### src/hdl/multichannel_weighted_pid_core_defines.svh
// Assertion macros for the weighted PID core.
// Used by the top level only; expects clk and rst_n in scope.
`ifndef MULTICHANNEL_WEIGHTED_PID_CORE_DEFINES_SVH
`define MULTICHANNEL_WEIGHTED_PID_CORE_DEFINES_SVH

// same-cycle implication
`define MWP_ASSERT_IMP(lbl, ante, cons, msg) \
  lbl: assert property (@(posedge clk) disable iff (!rst_n) (ante) |-> (cons)) \
    else $error(msg);

// next-cycle implication
`define MWP_ASSERT_NXT(lbl, ante, cons, msg) \
  lbl: assert property (@(posedge clk) disable iff (!rst_n) (ante) |=> (cons)) \
    else $error(msg);

`endif

### src/hdl/mwp_pkg.sv
// Shared types and constants for the weighted PID core.
// No dependencies; used by all other files but the defines header.
`timescale 1ns / 1ps

package mwp_pkg;

  localparam int DATA_W     = 32;
  localparam int CH_FIELD_W = 4;

  // configuration port
  localparam int CFG_IDX_W  = 2;
  localparam int CFG_DATA_W = 16;
  localparam logic [CFG_IDX_W-1:0] CFG_WRAP_MASK    = 2'd0;
  localparam logic [CFG_IDX_W-1:0] CFG_DEFAULT_STEP = 2'd1;
  localparam logic [CFG_IDX_W-1:0] CFG_MAX_STEP     = 2'd2;

  localparam logic [15:0] WRAP_MASK_RST    = 16'd2064;
  localparam logic [9:0]  DEFAULT_STEP_RST = 10'd40;
  localparam logic [15:0] MAX_STEP_RST     = 16'd1000;

  // serial arithmetic units
  localparam int MUL_A_W = 48;
  localparam int MUL_B_W = 34;
  localparam int PROD_W  = 64;
  localparam int DIV_N_W = 64;
  localparam int DIV_D_W = 48;

  typedef struct packed {
    logic               start;
    logic [MUL_A_W-1:0] a;
    logic [MUL_B_W-1:0] b;
  } mul_req_t;

  typedef struct packed {
    logic              busy;
    logic              done;
    logic [PROD_W-1:0] prod;
  } mul_rsp_t;

  typedef struct packed {
    logic               start;
    logic [DIV_N_W-1:0] n;
    logic [DIV_D_W-1:0] d;
  } div_req_t;

  typedef struct packed {
    logic               busy;
    logic               done;
    logic [DIV_N_W-1:0] quo;
    logic [DIV_D_W-1:0] rem;
    logic               half_up;
  } div_rsp_t;

endpackage

### src/hdl/mwp_in_if.sv
// Sample channel: valid/ready plus one sample's fields.
// Depends on mwp_pkg.
`timescale 1ns / 1ps

interface mwp_in_if;
  logic                                valid;
  logic                                ready;
  logic [mwp_pkg::CH_FIELD_W-1:0]      channel;
  logic signed [mwp_pkg::DATA_W-1:0]   target;
  logic signed [mwp_pkg::DATA_W-1:0]   measured;
  logic [mwp_pkg::DATA_W-1:0]          now_ms;
  logic signed [mwp_pkg::DATA_W-1:0]   gain_p;
  logic signed [mwp_pkg::DATA_W-1:0]   gain_i;
  logic signed [mwp_pkg::DATA_W-1:0]   gain_d;
  logic signed [mwp_pkg::DATA_W-1:0]   integral_floor;
  logic signed [mwp_pkg::DATA_W-1:0]   integral_ceiling;

  modport source (output valid, channel, target, measured, now_ms, gain_p, gain_i,
                  gain_d, integral_floor, integral_ceiling, input ready);
  modport sink (input valid, channel, target, measured, now_ms, gain_p, gain_i,
                gain_d, integral_floor, integral_ceiling, output ready);
endinterface

### src/hdl/mwp_out_if.sv
// Result channel: valid/ready plus drive and clip flag.
// Depends on mwp_pkg.
`timescale 1ns / 1ps

interface mwp_out_if;
  logic                              valid;
  logic                              ready;
  logic signed [mwp_pkg::DATA_W-1:0] drive;
  logic                              clipped;

  modport source (output valid, drive, clipped, input ready);
  modport sink (input valid, drive, clipped, output ready);
endinterface

### src/hdl/mwp_mul.sv
// Shift-add multiplier, one multiplier bit per clock, stops when no bits remain.
// Depends on mwp_pkg.
`timescale 1ns / 1ps

module mwp_mul (
  input  logic              clk,
  input  logic              rst_n,
  input  mwp_pkg::mul_req_t req,
  output mwp_pkg::mul_rsp_t rsp
);

  logic                        busy_r;
  logic                        done_r;
  logic [mwp_pkg::PROD_W-1:0]  acc_r;
  logic [mwp_pkg::PROD_W-1:0]  mcand_r;
  logic [mwp_pkg::MUL_B_W-1:0] mplier_r;

  always_ff @(posedge clk) begin
    if (!rst_n) begin
      busy_r <= 1'b0;
      done_r <= 1'b0;
    end else begin
      done_r <= 1'b0;
      if (req.start) begin
        busy_r   <= 1'b1;
        acc_r    <= '0;
        mcand_r  <= mwp_pkg::PROD_W'(req.a);
        mplier_r <= req.b;
      end else if (busy_r) begin
        if (mplier_r == '0) begin
          busy_r <= 1'b0;
          done_r <= 1'b1;
        end else begin
          if (mplier_r[0]) begin
            acc_r <= acc_r + mcand_r;
          end
          mcand_r  <= mcand_r << 1;
          mplier_r <= mplier_r >> 1;
        end
      end
    end
  end

  assign rsp.busy = busy_r;
  assign rsp.done = done_r;
  assign rsp.prod = acc_r;

endmodule

### src/hdl/mwp_div.sv
// Restoring divider, one quotient bit per clock, with a round-half-up flag.
// Depends on mwp_pkg.
`timescale 1ns / 1ps

module mwp_div (
  input  logic              clk,
  input  logic              rst_n,
  input  mwp_pkg::div_req_t req,
  output mwp_pkg::div_rsp_t rsp
);

  localparam int CNT_W = $clog2(mwp_pkg::DIV_N_W);
  localparam int DW    = mwp_pkg::DIV_D_W;

  logic                        busy_r;
  logic                        done_r;
  logic [CNT_W-1:0]            cnt_r;
  logic [mwp_pkg::DIV_N_W-1:0] dvd_r;
  logic [DW-1:0]               rem_r;
  logic [DW-1:0]               d_r;
  logic [DW:0]                 trial;
  logic                        ge;

  assign trial = {rem_r, dvd_r[mwp_pkg::DIV_N_W-1]};
  assign ge    = (trial >= {1'b0, d_r});

  always_ff @(posedge clk) begin
    if (!rst_n) begin
      busy_r <= 1'b0;
      done_r <= 1'b0;
    end else begin
      done_r <= 1'b0;
      if (req.start) begin
        busy_r <= 1'b1;
        cnt_r  <= '0;
        dvd_r  <= req.n;
        rem_r  <= '0;
        d_r    <= req.d;
      end else if (busy_r) begin
        rem_r <= ge ? DW'(trial - {1'b0, d_r}) : trial[DW-1:0];
        dvd_r <= {dvd_r[mwp_pkg::DIV_N_W-2:0], ge};
        cnt_r <= cnt_r + 1'b1;
        if (cnt_r == CNT_W'(mwp_pkg::DIV_N_W - 1)) begin
          busy_r <= 1'b0;
          done_r <= 1'b1;
        end
      end
    end
  end

  assign rsp.busy    = busy_r;
  assign rsp.done    = done_r;
  assign rsp.quo     = dvd_r;
  assign rsp.rem     = rem_r;
  // round to nearest, ties up: 2*rem >= divisor
  assign rsp.half_up = ({rem_r, 1'b0} >= {1'b0, d_r});

endmodule

### src/hdl/multichannel_weighted_pid_core.sv
// Multi-channel PID controller with setpoint weighting, Q(FRAC_BITS) fixed point.
// One sample is worked at a time; it passes through the bit-serial divider (one to four
// divisions) and the shift-add multiplier (up to seven products). The derivative
// path runs only on a channel's second and later samples, and the weight division
// only when the error is small against the setpoint. Results leave through an
// output register, so in_ch.ready returns while a result still waits; the next
// result then holds in its last state until that beat is taken. Per-channel state
// needs no clearing pass after reset.
// Depends on mwp_pkg, mwp_in_if, mwp_out_if, mwp_mul, mwp_div and the defines header.
`timescale 1ns / 1ps
`include "multichannel_weighted_pid_core_defines.svh"

module multichannel_weighted_pid_core #(
  parameter int NUM_CHANNELS = 16,
  parameter int FRAC_BITS    = 16
) (
  input  logic                             clk,
  input  logic                             rst_n,
  mwp_in_if.sink                           in_ch,
  mwp_out_if.source                        out_ch,
  input  logic                             cfg_we,
  input  logic [mwp_pkg::CFG_IDX_W-1:0]    cfg_idx,
  input  logic [mwp_pkg::CFG_DATA_W-1:0]   cfg_wdata
);

  localparam int CH_W     = (NUM_CHANNELS > 1) ? $clog2(NUM_CHANNELS) : 1;
  localparam int WQ_W     = FRAC_BITS + 1;
  localparam int TERM_W   = 52;
  localparam int SUM_W    = 54;
  localparam int W_LOW_I  = ((4 << FRAC_BITS) + 2) / 5;

  localparam logic signed [34:0] HALF_TURN = 35'(180) << FRAC_BITS;
  localparam logic signed [34:0] FULL_TURN = 35'(360) << FRAC_BITS;
  localparam logic [31:0]        ONE32     = 32'(1) << FRAC_BITS;
  localparam logic [WQ_W-1:0]    ONE_W     = WQ_W'(1) << FRAC_BITS;
  localparam logic [WQ_W-1:0]    W_LOW     = WQ_W'(W_LOW_I);
  localparam logic [TERM_W-1:0]  TERM_CAP  = TERM_W'(1) << 50;
  localparam logic [41:0]        QUO_CAP   = 42'(1) << 41;
  localparam logic signed [SUM_W-1:0] SAT_HI = SUM_W'(32'sh7fffffff);
  localparam logic signed [SUM_W-1:0] SAT_LO = SUM_W'(32'sh80000000);
  localparam logic [mwp_pkg::MUL_B_W-1:0] MS_PER_S = 34'd1000;

  typedef enum logic [4:0] {
    ST_IDLE, ST_LOAD, ST_WRAP, ST_ABS, ST_WSEL, ST_WDIV, ST_WMUL, ST_PSET, ST_PMUL,
    ST_IMUL1, ST_IDIV, ST_ISET, ST_IMUL2, ST_DMUL1, ST_DDIV1, ST_DMUL2, ST_DMUL3,
    ST_DDIV2, ST_SUM, ST_EMIT
  } state_t;

  function automatic logic [64:0] q_round(input logic [63:0] p);
    logic [64:0] t;
    t = {1'b0, p} + (65'd1 << (FRAC_BITS - 1));
    return t >> FRAC_BITS;
  endfunction

  function automatic logic [TERM_W-1:0] cap_term(input logic [64:0] m, input logic neg);
    logic [TERM_W-1:0] c;
    c = (m > 65'(TERM_CAP)) ? TERM_CAP : m[TERM_W-1:0];
    return neg ? (~c + 1'b1) : c;
  endfunction

  function automatic logic [35:0] abs36(input logic signed [35:0] v);
    return v[35] ? 36'(-v) : 36'(v);
  endfunction

  // configuration
  logic [15:0] wrap_mask_r;
  logic [9:0]  dflt_step_r;
  logic [15:0] max_step_r;

  // sample registers
  state_t             st_r;
  logic [3:0]         ch_r;
  logic [CH_W-1:0]    ch_idx_r;
  logic               inrange_r;
  logic signed [31:0] tgt_r, meas_r, kp_r, ki_r, kd_r, lo_r, hi_r;
  logic [31:0]        now_r;

  // per-channel state
  logic [NUM_CHANNELS-1:0] seen_r;
  logic [31:0]        stamp_mem [NUM_CHANNELS];
  logic signed [31:0] prior_mem [NUM_CHANNELS];
  logic signed [31:0] integ_mem [NUM_CHANNELS];
  logic [31:0]        stamp_q;
  logic signed [31:0] prior_q;
  logic signed [31:0] integ_q;
  logic               seen_q;

  // datapath
  logic signed [34:0] err_r;
  logic [31:0]        delta_r;
  logic [15:0]        dt_r;
  logic [33:0]        aerr_r;
  logic [31:0]        tabs_r;
  logic [31:0]        den_r;
  logic signed [33:0] errp_r;
  logic signed [32:0] diff_r;
  logic signed [42:0] isum_r;
  logic signed [31:0] integ_r;
  logic [47:0]        rem_r;
  logic [51:0]        dbase_r;
  logic [TERM_W-1:0]  pterm_r, iterm_r, dterm_r;
  logic signed [SUM_W-1:0] sum_r;

  logic               out_valid_r;
  logic signed [31:0] drive_r;
  logic               clip_r;

  mwp_pkg::mul_req_t mul_req_r;
  mwp_pkg::mul_rsp_t mul_rsp;
  mwp_pkg::div_req_t div_req_r;
  mwp_pkg::div_rsp_t div_rsp;

  mwp_mul u_mul (.clk(clk), .rst_n(rst_n), .req(mul_req_r), .rsp(mul_rsp));
  mwp_div u_div (.clk(clk), .rst_n(rst_n), .req(div_req_r), .rsp(div_rsp));

  // combinational helpers
  logic               accept;
  logic [CH_W-1:0]    in_idx;
  logic               in_range;
  logic               wrap_on;
  logic [15:0]        dt_pick;
  logic [15:0]        dt_sel;
  logic [WQ_W-1:0]    w_c;
  logic [33:0]        wt_mag;
  logic signed [33:0] wt_s;
  logic [40:0]        incr_c;
  logic signed [31:0] integ_base;
  logic signed [31:0] integ_c;
  logic [41:0]        quo_cap_c;
  logic [64:0]        dm_c;
  logic [47:0]        dt_q;
  logic               emit_go;
  logic               mem_we;

  assign accept   = in_ch.valid && in_ch.ready;
  assign in_idx   = CH_W'(in_ch.channel);
  assign in_range = (32'(in_ch.channel) < 32'(NUM_CHANNELS));
  assign wrap_on  = wrap_mask_r[ch_r];

  // dt falls back on first sample, zero interval or interval above the limit
  assign dt_pick = (!seen_q || delta_r == '0 || delta_r > 32'(max_step_r))
                   ? 16'(dflt_step_r) : delta_r[15:0];
  assign dt_sel  = (dt_pick == '0) ? 16'd1 : dt_pick;
  assign dt_q    = 48'(dt_r) << FRAC_BITS;

  assign w_c     = ONE_W - (WQ_W'(div_rsp.quo) + WQ_W'(div_rsp.half_up));
  assign wt_mag  = 34'(q_round(mul_rsp.prod));
  assign wt_s    = tgt_r[31] ? -$signed(wt_mag) : $signed(wt_mag);

  assign incr_c     = 41'(div_rsp.quo) + 41'(div_rsp.half_up);
  assign integ_base = seen_q ? integ_q : 32'sd0;
  assign integ_c    = (isum_r < 43'(lo_r)) ? lo_r :
                      (isum_r > 43'(hi_r)) ? hi_r : isum_r[31:0];

  assign quo_cap_c = (div_rsp.quo > 64'(QUO_CAP)) ? QUO_CAP : div_rsp.quo[41:0];
  assign dm_c      = 65'(dbase_r) + 65'(div_rsp.quo) + 65'(div_rsp.half_up);

  assign emit_go = !out_valid_r || out_ch.ready;
  assign mem_we  = (st_r == ST_EMIT) && emit_go && inrange_r;

  assign in_ch.ready    = (st_r == ST_IDLE);
  assign out_ch.valid   = out_valid_r;
  assign out_ch.drive   = drive_r;
  assign out_ch.clipped = clip_r;

  // per-channel memories
  always_ff @(posedge clk) begin
    if (mem_we) begin
      stamp_mem[ch_idx_r] <= now_r;
      prior_mem[ch_idx_r] <= meas_r;
      integ_mem[ch_idx_r] <= integ_r;
    end
    if (accept) begin
      stamp_q <= stamp_mem[in_idx];
      prior_q <= prior_mem[in_idx];
      integ_q <= integ_mem[in_idx];
    end
  end

  always_ff @(posedge clk) begin
    if (!rst_n) begin
      st_r            <= ST_IDLE;
      out_valid_r     <= 1'b0;
      seen_r          <= '0;
      mul_req_r.start <= 1'b0;
      div_req_r.start <= 1'b0;
      wrap_mask_r     <= mwp_pkg::WRAP_MASK_RST;
      dflt_step_r     <= mwp_pkg::DEFAULT_STEP_RST;
      max_step_r      <= mwp_pkg::MAX_STEP_RST;
    end else begin
      // start pulses last one clock; no state issues a request while its pulse is high
      if (mul_req_r.start) begin
        mul_req_r.start <= 1'b0;
      end
      if (div_req_r.start) begin
        div_req_r.start <= 1'b0;
      end
      // a new result in ST_EMIT takes the register over instead
      if (out_valid_r && out_ch.ready && st_r != ST_EMIT) begin
        out_valid_r <= 1'b0;
      end

      if (cfg_we) begin
        case (cfg_idx)
          mwp_pkg::CFG_WRAP_MASK:    wrap_mask_r <= cfg_wdata;
          mwp_pkg::CFG_DEFAULT_STEP: dflt_step_r <= cfg_wdata[9:0];
          mwp_pkg::CFG_MAX_STEP:     max_step_r  <= cfg_wdata;
          default: ;
        endcase
      end

      case (st_r)
        ST_IDLE: begin
          if (accept) begin
            ch_r      <= in_ch.channel;
            ch_idx_r  <= in_idx;
            inrange_r <= in_range;
            seen_q    <= in_range && seen_r[in_idx];
            tgt_r     <= in_ch.target;
            meas_r    <= in_ch.measured;
            now_r     <= in_ch.now_ms;
            kp_r      <= in_ch.gain_p;
            ki_r      <= in_ch.gain_i;
            kd_r      <= in_ch.gain_d;
            lo_r      <= in_ch.integral_floor;
            hi_r      <= in_ch.integral_ceiling;
            st_r      <= ST_LOAD;
          end
        end
        ST_LOAD: begin
          err_r   <= 35'(tgt_r) - 35'(meas_r);
          delta_r <= now_r - stamp_q;
          diff_r  <= 33'(prior_q) - 33'(meas_r);
          if (inrange_r) begin
            st_r <= ST_WRAP;
          end else begin
            sum_r <= '0;
            st_r  <= ST_EMIT;
          end
        end
        ST_WRAP: begin
          if (wrap_on && err_r > HALF_TURN) begin
            err_r <= err_r - FULL_TURN;
          end else if (wrap_on && err_r < -HALF_TURN) begin
            err_r <= err_r + FULL_TURN;
          end
          dt_r <= dt_sel;
          st_r <= ST_ABS;
        end
        ST_ABS: begin
          aerr_r <= 34'(abs36(36'(err_r)));
          tabs_r <= 32'(abs36(36'(tgt_r)));
          den_r  <= (32'(abs36(36'(tgt_r))) < ONE32) ? ONE32 : 32'(abs36(36'(tgt_r)));
          st_r   <= ST_WSEL;
        end
        ST_WSEL: begin
          if (35'({aerr_r, 1'b0}) < 35'(den_r)) begin
            div_req_r <= '{start: 1'b1,
                           n: 64'({aerr_r, 1'b0}) << FRAC_BITS,
                           d: 48'(den_r) + (48'(den_r) << 2)};
            st_r <= ST_WDIV;
          end else begin
            mul_req_r <= '{start: 1'b1, a: 48'(W_LOW), b: 34'(tabs_r)};
            st_r      <= ST_WMUL;
          end
        end
        ST_WDIV: begin
          if (div_rsp.done) begin
            mul_req_r <= '{start: 1'b1, a: 48'(w_c), b: 34'(tabs_r)};
            st_r      <= ST_WMUL;
          end
        end
        ST_WMUL: begin
          if (mul_rsp.done) begin
            errp_r <= wt_s - 34'(meas_r);
            st_r   <= ST_PSET;
          end
        end
        ST_PSET: begin
          mul_req_r <= '{start: 1'b1, a: 48'(abs36(36'(errp_r))),
                         b: 34'(abs36(36'(kp_r)))};
          st_r <= ST_PMUL;
        end
        ST_PMUL: begin
          if (mul_rsp.done) begin
            pterm_r   <= cap_term(q_round(mul_rsp.prod), errp_r[33] ^ kp_r[31]);
            mul_req_r <= '{start: 1'b1, a: 48'(aerr_r), b: 34'(dt_r)};
            st_r      <= ST_IMUL1;
          end
        end
        ST_IMUL1: begin
          if (mul_rsp.done) begin
            div_req_r <= '{start: 1'b1, n: mul_rsp.prod, d: 48'(MS_PER_S)};
            st_r      <= ST_IDIV;
          end
        end
        ST_IDIV: begin
          if (div_rsp.done) begin
            if (err_r[34]) begin
              isum_r <= 43'(integ_base) - 43'(incr_c);
            end else begin
              isum_r <= 43'(integ_base) + 43'(incr_c);
            end
            st_r <= ST_ISET;
          end
        end
        ST_ISET: begin
          integ_r   <= integ_c;
          mul_req_r <= '{start: 1'b1, a: 48'(abs36(36'(integ_c))),
                         b: 34'(abs36(36'(ki_r)))};
          st_r <= ST_IMUL2;
        end
        ST_IMUL2: begin
          if (mul_rsp.done) begin
            iterm_r <= cap_term(q_round(mul_rsp.prod), integ_r[31] ^ ki_r[31]);
            if (seen_q) begin
              mul_req_r <= '{start: 1'b1, a: 48'(abs36(36'(diff_r))),
                             b: 34'(abs36(36'(kd_r)))};
              st_r <= ST_DMUL1;
            end else begin
              dterm_r <= '0;
              st_r    <= ST_SUM;
            end
          end
        end
        ST_DMUL1: begin
          if (mul_rsp.done) begin
            div_req_r <= '{start: 1'b1, n: mul_rsp.prod, d: dt_q};
            st_r      <= ST_DDIV1;
          end
        end
        ST_DDIV1: begin
          if (div_rsp.done) begin
            rem_r     <= div_rsp.rem;
            mul_req_r <= '{start: 1'b1, a: 48'(quo_cap_c), b: MS_PER_S};
            st_r      <= ST_DMUL2;
          end
        end
        ST_DMUL2: begin
          if (mul_rsp.done) begin
            dbase_r   <= mul_rsp.prod[51:0];
            mul_req_r <= '{start: 1'b1, a: rem_r, b: MS_PER_S};
            st_r      <= ST_DMUL3;
          end
        end
        ST_DMUL3: begin
          if (mul_rsp.done) begin
            div_req_r <= '{start: 1'b1, n: mul_rsp.prod, d: dt_q};
            st_r      <= ST_DDIV2;
          end
        end
        ST_DDIV2: begin
          if (div_rsp.done) begin
            dterm_r <= cap_term(dm_c, diff_r[32] ^ kd_r[31]);
            st_r    <= ST_SUM;
          end
        end
        ST_SUM: begin
          sum_r <= SUM_W'($signed(pterm_r)) + SUM_W'($signed(iterm_r))
                 + SUM_W'($signed(dterm_r));
          st_r  <= ST_EMIT;
        end
        ST_EMIT: begin
          if (emit_go) begin
            out_valid_r <= 1'b1;
            if (sum_r > SAT_HI) begin
              drive_r <= 32'sh7fffffff;
              clip_r  <= 1'b1;
            end else if (sum_r < SAT_LO) begin
              drive_r <= 32'sh80000000;
              clip_r  <= 1'b1;
            end else begin
              drive_r <= sum_r[31:0];
              clip_r  <= 1'b0;
            end
            if (inrange_r) begin
              seen_r[ch_idx_r] <= 1'b1;
            end
            st_r <= ST_IDLE;
          end
        end
        default: st_r <= ST_IDLE;
      endcase
    end
  end

  `MWP_ASSERT_IMP(a_mul_start_idle, mul_req_r.start, !mul_rsp.busy, "mul started while busy")
  `MWP_ASSERT_IMP(a_div_start_idle, div_req_r.start, !div_rsp.busy, "div started while busy")
  `MWP_ASSERT_NXT(a_one_at_a_time, accept, !in_ch.ready, "second sample taken mid-flight")
  `MWP_ASSERT_IMP(a_clip_rails, out_ch.valid && out_ch.clipped, (out_ch.drive == 32'sh7fffffff || out_ch.drive == 32'sh80000000), "clip flag without rail value")

endmodule
### src/flat_wrapper.sv
// flat-port wrapper written by rule: the top's interface ports become plain ports
module multichannel_weighted_pid_core_flat 
#(
  parameter int NUM_CHANNELS = 16,
  parameter int FRAC_BITS    = 16
)
  (clk, rst_n, cfg_we, cfg_idx, cfg_wdata, in_ch_valid, in_ch_channel, in_ch_target, in_ch_measured, in_ch_now_ms, in_ch_gain_p, in_ch_gain_i, in_ch_gain_d, in_ch_integral_floor, in_ch_integral_ceiling, in_ch_ready, out_ch_valid, out_ch_drive, out_ch_clipped, out_ch_ready);
  mwp_in_if in_ch_i ();
  mwp_out_if out_ch_i ();
  input  logic clk;
  input  logic rst_n;
  input  logic cfg_we;
  input  logic [mwp_pkg::CFG_IDX_W-1:0] cfg_idx;
  input  logic [mwp_pkg::CFG_DATA_W-1:0] cfg_wdata;
  input wire logic [$bits(in_ch_i.valid)-1:0] in_ch_valid;
  input wire logic [$bits(in_ch_i.channel)-1:0] in_ch_channel;
  input wire logic [$bits(in_ch_i.target)-1:0] in_ch_target;
  input wire logic [$bits(in_ch_i.measured)-1:0] in_ch_measured;
  input wire logic [$bits(in_ch_i.now_ms)-1:0] in_ch_now_ms;
  input wire logic [$bits(in_ch_i.gain_p)-1:0] in_ch_gain_p;
  input wire logic [$bits(in_ch_i.gain_i)-1:0] in_ch_gain_i;
  input wire logic [$bits(in_ch_i.gain_d)-1:0] in_ch_gain_d;
  input wire logic [$bits(in_ch_i.integral_floor)-1:0] in_ch_integral_floor;
  input wire logic [$bits(in_ch_i.integral_ceiling)-1:0] in_ch_integral_ceiling;
  output wire logic [$bits(in_ch_i.ready)-1:0] in_ch_ready;
  output wire logic [$bits(out_ch_i.valid)-1:0] out_ch_valid;
  output wire logic [$bits(out_ch_i.drive)-1:0] out_ch_drive;
  output wire logic [$bits(out_ch_i.clipped)-1:0] out_ch_clipped;
  input wire logic [$bits(out_ch_i.ready)-1:0] out_ch_ready;
  assign in_ch_i.valid = in_ch_valid;
  assign in_ch_i.channel = in_ch_channel;
  assign in_ch_i.target = in_ch_target;
  assign in_ch_i.measured = in_ch_measured;
  assign in_ch_i.now_ms = in_ch_now_ms;
  assign in_ch_i.gain_p = in_ch_gain_p;
  assign in_ch_i.gain_i = in_ch_gain_i;
  assign in_ch_i.gain_d = in_ch_gain_d;
  assign in_ch_i.integral_floor = in_ch_integral_floor;
  assign in_ch_i.integral_ceiling = in_ch_integral_ceiling;
  assign in_ch_ready = in_ch_i.ready;
  assign out_ch_valid = out_ch_i.valid;
  assign out_ch_drive = out_ch_i.drive;
  assign out_ch_clipped = out_ch_i.clipped;
  assign out_ch_i.ready = out_ch_ready;
  multichannel_weighted_pid_core #(.NUM_CHANNELS(NUM_CHANNELS), .FRAC_BITS(FRAC_BITS)) u_core (.clk(clk), .rst_n(rst_n), .in_ch(in_ch_i), .out_ch(out_ch_i), .cfg_we(cfg_we), .cfg_idx(cfg_idx), .cfg_wdata(cfg_wdata));
endmodule
### config.mk
export PLATFORM = sky130hd
export DESIGN_NAME = multichannel_weighted_pid_core_flat
export DESIGN_NICKNAME = d
export VERILOG_FILES = /design/src/hdl/mwp_pkg.sv /design/src/hdl/mwp_in_if.sv /design/src/hdl/mwp_out_if.sv /design/src/hdl/mwp_mul.sv /design/src/hdl/mwp_div.sv /design/src/hdl/multichannel_weighted_pid_core.sv /design/src/flat_wrapper.sv
export VERILOG_INCLUDE_DIRS = /design/src /design/src/hdl
export SDC_FILE = /design/constraint.sdc
export NUM_CORES = 2
export LEC_CHECK = 0
export BUFFER_PORTS_ARGS = -buffer_cell sky130_fd_sc_hd__buf_4
export CORE_ASPECT_RATIO = 1.5
export CORE_MARGIN = 5
export CORE_UTILIZATION = 24
export CTS_CLUSTER_SIZE = 28
export DETAILED_ROUTE_END_ITERATION = 16
export PLACE_DENSITY_LB_ADDON = 0.15
export SETUP_SLACK_MARGIN = 0.2
export SLEW_MARGIN = 5
export SYNTH_ARGS = -nofsm -noshare
export SYNTH_HDL_FRONTEND = slang
export SYNTH_SLANG_ARGS = --single-unit
### constraint.sdc
create_clock -name clk -period 8.1 [get_ports clk]
set_input_delay 0.81 -clock clk [delete_from_list [all_inputs] [get_ports clk]]
set_output_delay 0.81 -clock clk [all_outputs]
set_load 0.02 [all_outputs]
### After elaboration in Yosys (flattened, before gate mapping)

Memory sizes are Yosys's and may differ from the RTL's. A register that Yosys moved wholly into a read port is not among the register bits.
Cells that the tools add are included.

* memory bits (read-only): 0
* input port bits: 283
* register bits after elaboration: 1519
* latch bits: 0
* output and inout bits: 35
* logic and storage cells: 301
* memories: 3
* RAM bits: 1536

Memory list
* u_core.integ_mem: words 16, width 32, rd ports 1, clocked after Yosys merged registers in 1, write ports 1, line multichannel_weighted_pid_core.sv:82 `logic signed [31:0] integ_mem [NUM_CHANNELS];`
* u_core.prior_mem: words 16, width 32, rd ports 1, clocked after Yosys merged registers in 1, write ports 1, line multichannel_weighted_pid_core.sv:81 `logic signed [31:0] prior_mem [NUM_CHANNELS];`
* u_core.stamp_mem: words 16, width 32, rd ports 1, clocked after Yosys merged registers in 1, write ports 1, line multichannel_weighted_pid_core.sv:80 `logic [31:0] stamp_mem [NUM_CHANNELS];`

* shift-type cells: 0
* div/mod/pow operators: 0
* equality and inequality tests: 43
* mux-type cells: 91
* multipliers: 0
* reduce and logical (&&, ||, !) cells: 54
* magnitude comparators: 17
* $add $sub $neg: 31
* bitwise gates (word level): 10

Operators with widths (count)
* 83-bit one-hot mux with 8 select lines: 1
* 83-bit 2-to-1 mux: 7
* 64-bit 2-to-1 mux: 7
* 52-bit 2-to-1 mux: 7
* 113-bit 2-to-1 mux: 3
* 113-bit one-hot mux with 3 select lines: 1
* 34-bit 2-to-1 mux: 8
* 32-bit 2-to-1 mux: 5
* 48-bit 2-to-1 mux: 3
* 36-bit 2-to-1 mux: 3
* 52-bit by 1-bit adder with 52-bit output, second input constant: 2
* 52-bit NOT: 2
* 52-bit one-hot mux with 2 select lines: 1
* 32-bit negation with 34-bit output: 3
* 5-bit one-hot mux with 20 select lines: 1
* 49-bit by 48-bit >= comparator with 1-bit output: 2
* 35-bit 2-to-1 mux: 2
* 5-bit 2-to-1 mux: 14
* 35-bit one-hot mux with 2 select lines: 1
* 34-bit negation: 2
* 32-bit by 32-bit subtractor with 33-bit output: 2
* 52-bit by 64-bit adder with 65-bit output: 1
* 64-bit by 16-bit adder with 65-bit output, second input constant: 1
* 65-bit by 1-bit adder with 65-bit output: 1
* other kinds (77): 166

### Depth between registers and ports, before layout

* depth in word-level cells: 9
* gate-level depth with buffers: 42
* depth with buffers taken out: 40

### By module

A second synthesis with hierarchy kept.

* cells, all modules: 11184
* area total of the unflattened synthesis: 155041.2 sq um

By module, submodules not included
* multichannel_weighted_pid_core: cells each 9315, area an instance 134788.0 sq um, sequential area each 83600.2 sq um, instances 1
* mwp_mul: cells each 980, area an instance 10481.3 sq um, sequential area each 4904.7 sq um, instances 1
* mwp_div: cells each 889, area an instance 9771.9 sq um, sequential area each 5024.8 sq um, instances 1

### Worst setup path after synthesis

OpenSTA, ideal clock, no wires.

* path type: reg2reg
* from: reg u_core.st_r[0]
* to: mem u_core.integ_mem[0][0], enable pin
* cell stages (with the launch flop): 6
* path buffers: 1
* setup time: 671 ps
* required time: 7429 ps
* arrival: 8222 ps
* clock period less this slack: 8893 ps
* path slack: -793 ps
* cells stage by stage: dfxtp_1 > clkbuf_1 > nand3_1 > nor3_1 > or3b_2 > nor3_1

* longest elaborated chain between the ends: 4

RTL lines
* start: declaration: line multichannel_weighted_pid_core.sv:71 `state_t st_r;`
* start signal: assignment: line multichannel_weighted_pid_core.sv:182 `st_r <= ST_IDLE;`
* start signal: assignment: line multichannel_weighted_pid_core.sv:227 `st_r <= ST_LOAD;`
* start signal: assignment: line multichannel_weighted_pid_core.sv:235 `st_r <= ST_WRAP;`
* 5-bit equality test: line multichannel_weighted_pid_core.sv:159 `assign mem_we = (st_r == ST_EMIT) && emit_go && inrange_r;`
* 1-bit logical AND: line multichannel_weighted_pid_core.sv:159
* 1-bit 2-to-1 mux: line multichannel_weighted_pid_core.sv:168 `if (mem_we) begin`
* 1-bit 2-to-1 mux (not written as such): line multichannel_weighted_pid_core.sv:171 `integ_mem[ch_idx_r] <= integ_r;`
* end: declaration: line multichannel_weighted_pid_core.sv:82

No other way between the ends.

### Worst setup path in the final report

* from: reg u_core.u_div.rem_r[21]
* to: reg u_core.dterm_r[48] (data pin)

* longest elaborated chain between the ends: 9

RTL lines
* start: declaration: line mwp_div.sv:19 `logic [DW-1:0] rem_r;`
* start signal: assignment: line mwp_div.sv:40 `rem_r <= ge ? DW'(trial - {1'b0, d_r}) : trial[DW-1:0];`
* 49-bit by 48-bit >= comparator with 1-bit output (*): line mwp_div.sv:56 `assign rsp.half_up = ({rem_r, 1'b0} >= {1'b0, d_r});`
* 65-bit by 1-bit adder with 65-bit output (*): line multichannel_weighted_pid_core.sv:156 `assign dm_c = 65'(dbase_r) + 65'(div_rsp.quo) + 65'(div_rsp.half_up);`
* 65-bit by 51-bit > comparator with 1-bit output: line multichannel_weighted_pid_core.sv:57 `c = (m > 65'(TERM_CAP)) ? TERM_CAP : m[TERM_W-1:0];`
* 52-bit 2-to-1 mux (*): line multichannel_weighted_pid_core.sv:57
* 52-bit NOT: line multichannel_weighted_pid_core.sv:58 `return neg ? (~c + 1'b1) : c;`
* 52-bit by 1-bit adder with 52-bit output: line multichannel_weighted_pid_core.sv:58
* 52-bit 2-to-1 mux (*): line multichannel_weighted_pid_core.sv:58
* 52-bit 2-to-1 mux (*): line multichannel_weighted_pid_core.sv:353 `if (div_rsp.done) begin`
* 52-bit one-hot mux with 2 select lines (*): line multichannel_weighted_pid_core.sv:212 `case (st_r)`
* end signal: assignment: line multichannel_weighted_pid_core.sv:354 `dterm_r <= cap_term(dm_c, diff_r[32] ^ kd_r[31]);`
* end: declaration: line multichannel_weighted_pid_core.sv:101 `logic [TERM_W-1:0] pterm_r, iterm_r, dterm_r;`

Mark *: on every way between the ends. The rest lies on a longest branch, timed or not. The select of a mux whose other input is x is not followed.
A chain may end at the register's enable or synchronous reset.

==> results.py <==
metrics = {
    "cts": {
        "cts_buffers": 338,
        "cts.clk_slew.worst_paths_ns": 0.07,
        "clk_latency_ns": 0.96,
        "cts_tree": "done",
        "clk_path_buf_depth": 4,
        "cts-root-buf": "clkbuf_16",
        "clkSinkCount": 3125,
        "htree_num_levels": 5,
    },
    "hold_path": {
        "holdPathEnd": "u_core.now_r[26]",
        "min_path_cells": 1,
        "worstHoldStart": "in_ch_now_ms[26]",
        "hp-class": "in -> reg",
    },
    "grt": {
        "grt_antenna_before_repair": 41,
        "grt_usage_pct": 17.2,
        "grt_pass1_vias": 103000,
        "overflow": 0,
        "grt_pass1_wl_mm": 804,
        "grt_max_degree": 133,
    },
    "yosys": {
        "syn_inst": 10900,
        "synth-seq-area-share_pct": 60.8,
        "syn_avg_cell_area_sq_um": 14.1,
        "syn_area_sq_um": 153000,
        "synth_flop_cell": "edfxtp_1",
        "synthArstFlopShare_pct": 0,
        "yosys_warnings": 0,
        "ys_types": 121,
        "synth_edf_count": 3055,
        "ys_seq_elements": 3125,
    },
    "critical_path": {
        "r2r_slack_ns": 0.16,
        "cpPeakStageDelay_ns": 0.52,
        "cp_max_fo": 4,
        "start_kind": "flop",
        "r2r_cells": 38,
        "worst_setup_path_end_kind": "flop",
        "crit_slowest_cell": "or4b_4",
        "critical_path_class": "reg -> reg",
        "r2r-end": "u_core.dterm_r[48]",
        "critPathRequiredTime_ns": 8.79,
        "regToRegStartpoint": "u_core.u_div.rem_r[21]",
        "arrival_ns": 8.63,
    },
    "sta": {
        "drv_slew": 0,
        "rsz0062_at_grt": "true",
        "hold_viol_final": 0,
        "period_needed_ns": 7.94,
        "finalHoldWorstSlack_ns": 0.0876,
        "max_slew_margin_pct": 7.68,
        "min_period_over_period_pct": 98.0,
        "layout_setup_ws_ns": 0.161,
        "fin_skew_ns": 0.0958,
        "setup_tns_ns": 0,
        "setup_violations": 0,
        "worst_pin_slew_ns": 1.38,
        "clock.fmax_ghz": 0.126,
    },
    "place": {
        "place_congestion": 0.952,
        "dp_slack_ns": -0.632,
        "dp_hpwl_mm": 425,
        "portBuffers": 317,
    },
    "drt": {
        "drt_iter0_markers": 6764,
        "avgRoutedWirePerCell_microns": 28.0,
        "drc": 0,
        "via_per_inst": 4.72,
        "drtPass1Iterations": 8,
        "antenna_left": 0,
        "drt_wl_total_mm": 579,
        "num_vias": 97500,
    },
    "pwr": {
        "worst_ir_drop_vdd_mv": 0.184,
        "p_sw_mw": 9.98,
        "swShare_pct": 25.7,
        "p_seq_share_pct": 48.4,
        "power_frac_clock_pct": 40.6,
        "pwr_density_cell_nw_per_um2": 212,
        "p_leak_nw": 63.0,
        "p_int_mw": 28.8,
        "comb_power_share_pct": 11.0,
    },
    "die": {
        "dieArea_sq_um": 654000,
        "die_y_microns": 988,
        "start_util_pct": 24.1,
        "core_region_area_sq_um": 636000,
        "dieWidth_microns": 662,
        "rows": 359,
        "pin_count": 318,
    },
    "outcome": {
        "outcome": "finished, final reports clean",
    },
    "cells_and_area": {
        "final_core_util_pct": 28.7,
        "fillCellCount": 64400,
        "fin_nets": 12800,
        "drive_gt1_share_pct": 18.6,
        "area_growth_pct": 19.4,
    },
    "flow_run": {
        "drv_cap": 0,
    },
}
[flip-flops by register name (all words and copies together) (netlist names), 33 cells and up]
register,flops
u_core.aerr_r,34
u_core.dbase_r,52
u_core.diff_r,33
u_core.div_req_r,100
u_core.dterm_r,52
u_core.err_r,35
u_core.errp_r,34
u_core.integ_mem,512
u_core.isum_r,43
u_core.iterm_r,52
u_core.mul_req_r,83
u_core.prior_mem,512
u_core.pterm_r,52
u_core.rem_r,48
u_core.stamp_mem,512
u_core.sum_r,54
u_core.u_div.d_r,35
u_core.u_div.dvd_r,64
u_core.u_div.rem_r,48
u_core.u_mul.acc_r,64
u_core.u_mul.mcand_r,64
u_core.u_mul.mplier_r,34
[power by group through the flow]
| stage | logic, mW | clock network [mW] | registers (mW) |
|---|---|---|---|
| after floorplan | 2.66 | 0 | 18.9 |
| after global placement | 4.21 | 0 | 19.1 |
| after detailed placement | 4.26 | 0 | 19.1 |
| after CTS | 4.36 | 16.3 | 18.8 |
| after global routing | 4.65 | 16.9 | 18.8 |
| final | 4.28 | 15.8 | 18.8 |
[cells in the mapped netlist (172+ instances only)]
cell / n / share of area [%]
xnor2_1: 562 / 3.2
edfxtp_1: 3055 / 60
ha_1: 600 / 4.9
a21oi_1: 512 / 1.7
nor2_1: 678 / 1.7
clkbuf_1: 316 / 0.77
nand2_1: 664 / 1.6
a21o_1: 211 / 1.0
mux4_2: 490 / 7.2
o21ai_0: 438 / 1.4
xor2_1: 365 / 2.1
nand3_1: 172 / 0.56
inv_1: 412 / 1.0
[cells by family (layout without fill, tap and decap cells)]
kind of cell,after synthesis,in the layout,share of synthesized area [%]
and+or+nand+nor,2565,2565,8.29
AOI/OAI and AO/OA,2094,2094,9.11
buffers and inverters,819,2096,2.05
DFF,3125,3125,60.8
xor gates and xnor gates,930,930,5.33
muxes,693,693,8.65
adders and majority gates,664,664,5.74
other,1,11,0.00245
[routing by layer]
metal / vias to the layer above / global-route usage [%] / share of wire (%)
met2: 2088 / 32.8 / 54
li1: 44000 / - / -
met1: 50600 / 18.6 / 36
met5: - / 0 / 0.032
met3: 814 / 1.81 / 3.3
met4: 28 / 8.34 / 5.9
[final cells by class]
type | count | area, sq um | share of cell area [%]
Inverter | 413 | 1550 | 0.849
Clock inverter | 216 | 2230 | 1.22
Sequential cell | 3125 | 93100 | 50.9
Antenna cell | 9 | 22.5 | 0.0123
Tap cell | 8483 | 10600 | 5.80
Timing Repair Buffer | 1061 | 8750 | 4.78
Multi-Input combinational cell | 6948 | 57700 | 31.6
Clock buffer | 406 | 8830 | 4.83
[how the worst max path moves through the flow]
stage | cells past startpoint | to | slack [ns] | startpoint
floorplan | 39 | u_core.dterm_r[48] | 0.16 | u_core.u_div.rem_r[21]
global placement | 39 | u_core.dterm_r[48] | -0.53 | u_core.u_div.d_r[18]
detailed placement | 39 | u_core.dterm_r[48] | -0.63 | u_core.u_div.d_r[18]
CTS | 39 | u_core.dterm_r[48] | -0.002 | u_core.u_div.d_r[18]
global route | 40 | u_core.dterm_r[48] | -0.19 | u_core.u_div.d_r[18]
finish | 38 | u_core.dterm_r[48] | 0.16 | u_core.u_div.rem_r[21]
[metrics by stage]
step	total power [mW]	area (sq um)	instances
2_1_floorplan	21.5	153000	10900
6_report	38.8	183000	20700
5_1_grt	40.3	183000	20700
4_1_cts	39.4	183000	20700
3_5_place_dp	23.4	169000	19800
3_3_place_gp	23.3	169000	19800
[layout by cell type, fill, tap and decap left out, types with 62 or more instances in the layout]
cell type	instances
edfxtp_1	3055
buf_4	843
nand2_1	661
nor2_1	658
ha_1	591
xnor2_1	556
a21oi_1	491
mux4_2	490
o21ai_0	428
inv_1	407
xor2_1	362
clkbuf_16	343
a21o_1	211
dlygate4sd3_1	190
nand3_1	170
nor3_1	148
mux2_2	139
and2_1	128
nand4_1	120
o21a_1	106
nor2b_1	105
o31ai_1	102
nand2b_1	90
nor4_1	76
or3_1	76
a31oi_1	71
dfxtp_1	68
o21bai_1	65
clkinv_2	65
mux2i_1	64
clkinv_1	63
and3_1	62
fa_1	62
clkbuf_1	62
[critical path: cells and delay by family, from the launching register on]
family / cells / cell delay (ns)
XOR/XNOR: 1 / 0.17
flip-flops: 1 / 0.43
AO/OA/AOI/OAI: 18 / 3.55
buffers and inverters: 4 / 0.37
AND/OR/NAND/NOR: 10 / 2.07
multiplexers: 1 / 0.15
adder cells (fa/ha/maj): 4 / 0.93
[what timing repair did]
| item | CTS | global route |
|---|---|---|
| setup buffers | 21 | 2 |
| endpoints found under the setup margin | 19 | 25 |
| gates resized for setup | 56 | 28 |
| hold endpoints to repair | 190 | 0 |
| gates cloned | 0 | 0 |
| pin swaps | 40 | 31 |
| hold buffers | 190 | 0 |
Power figures use the tool's default switching activity.
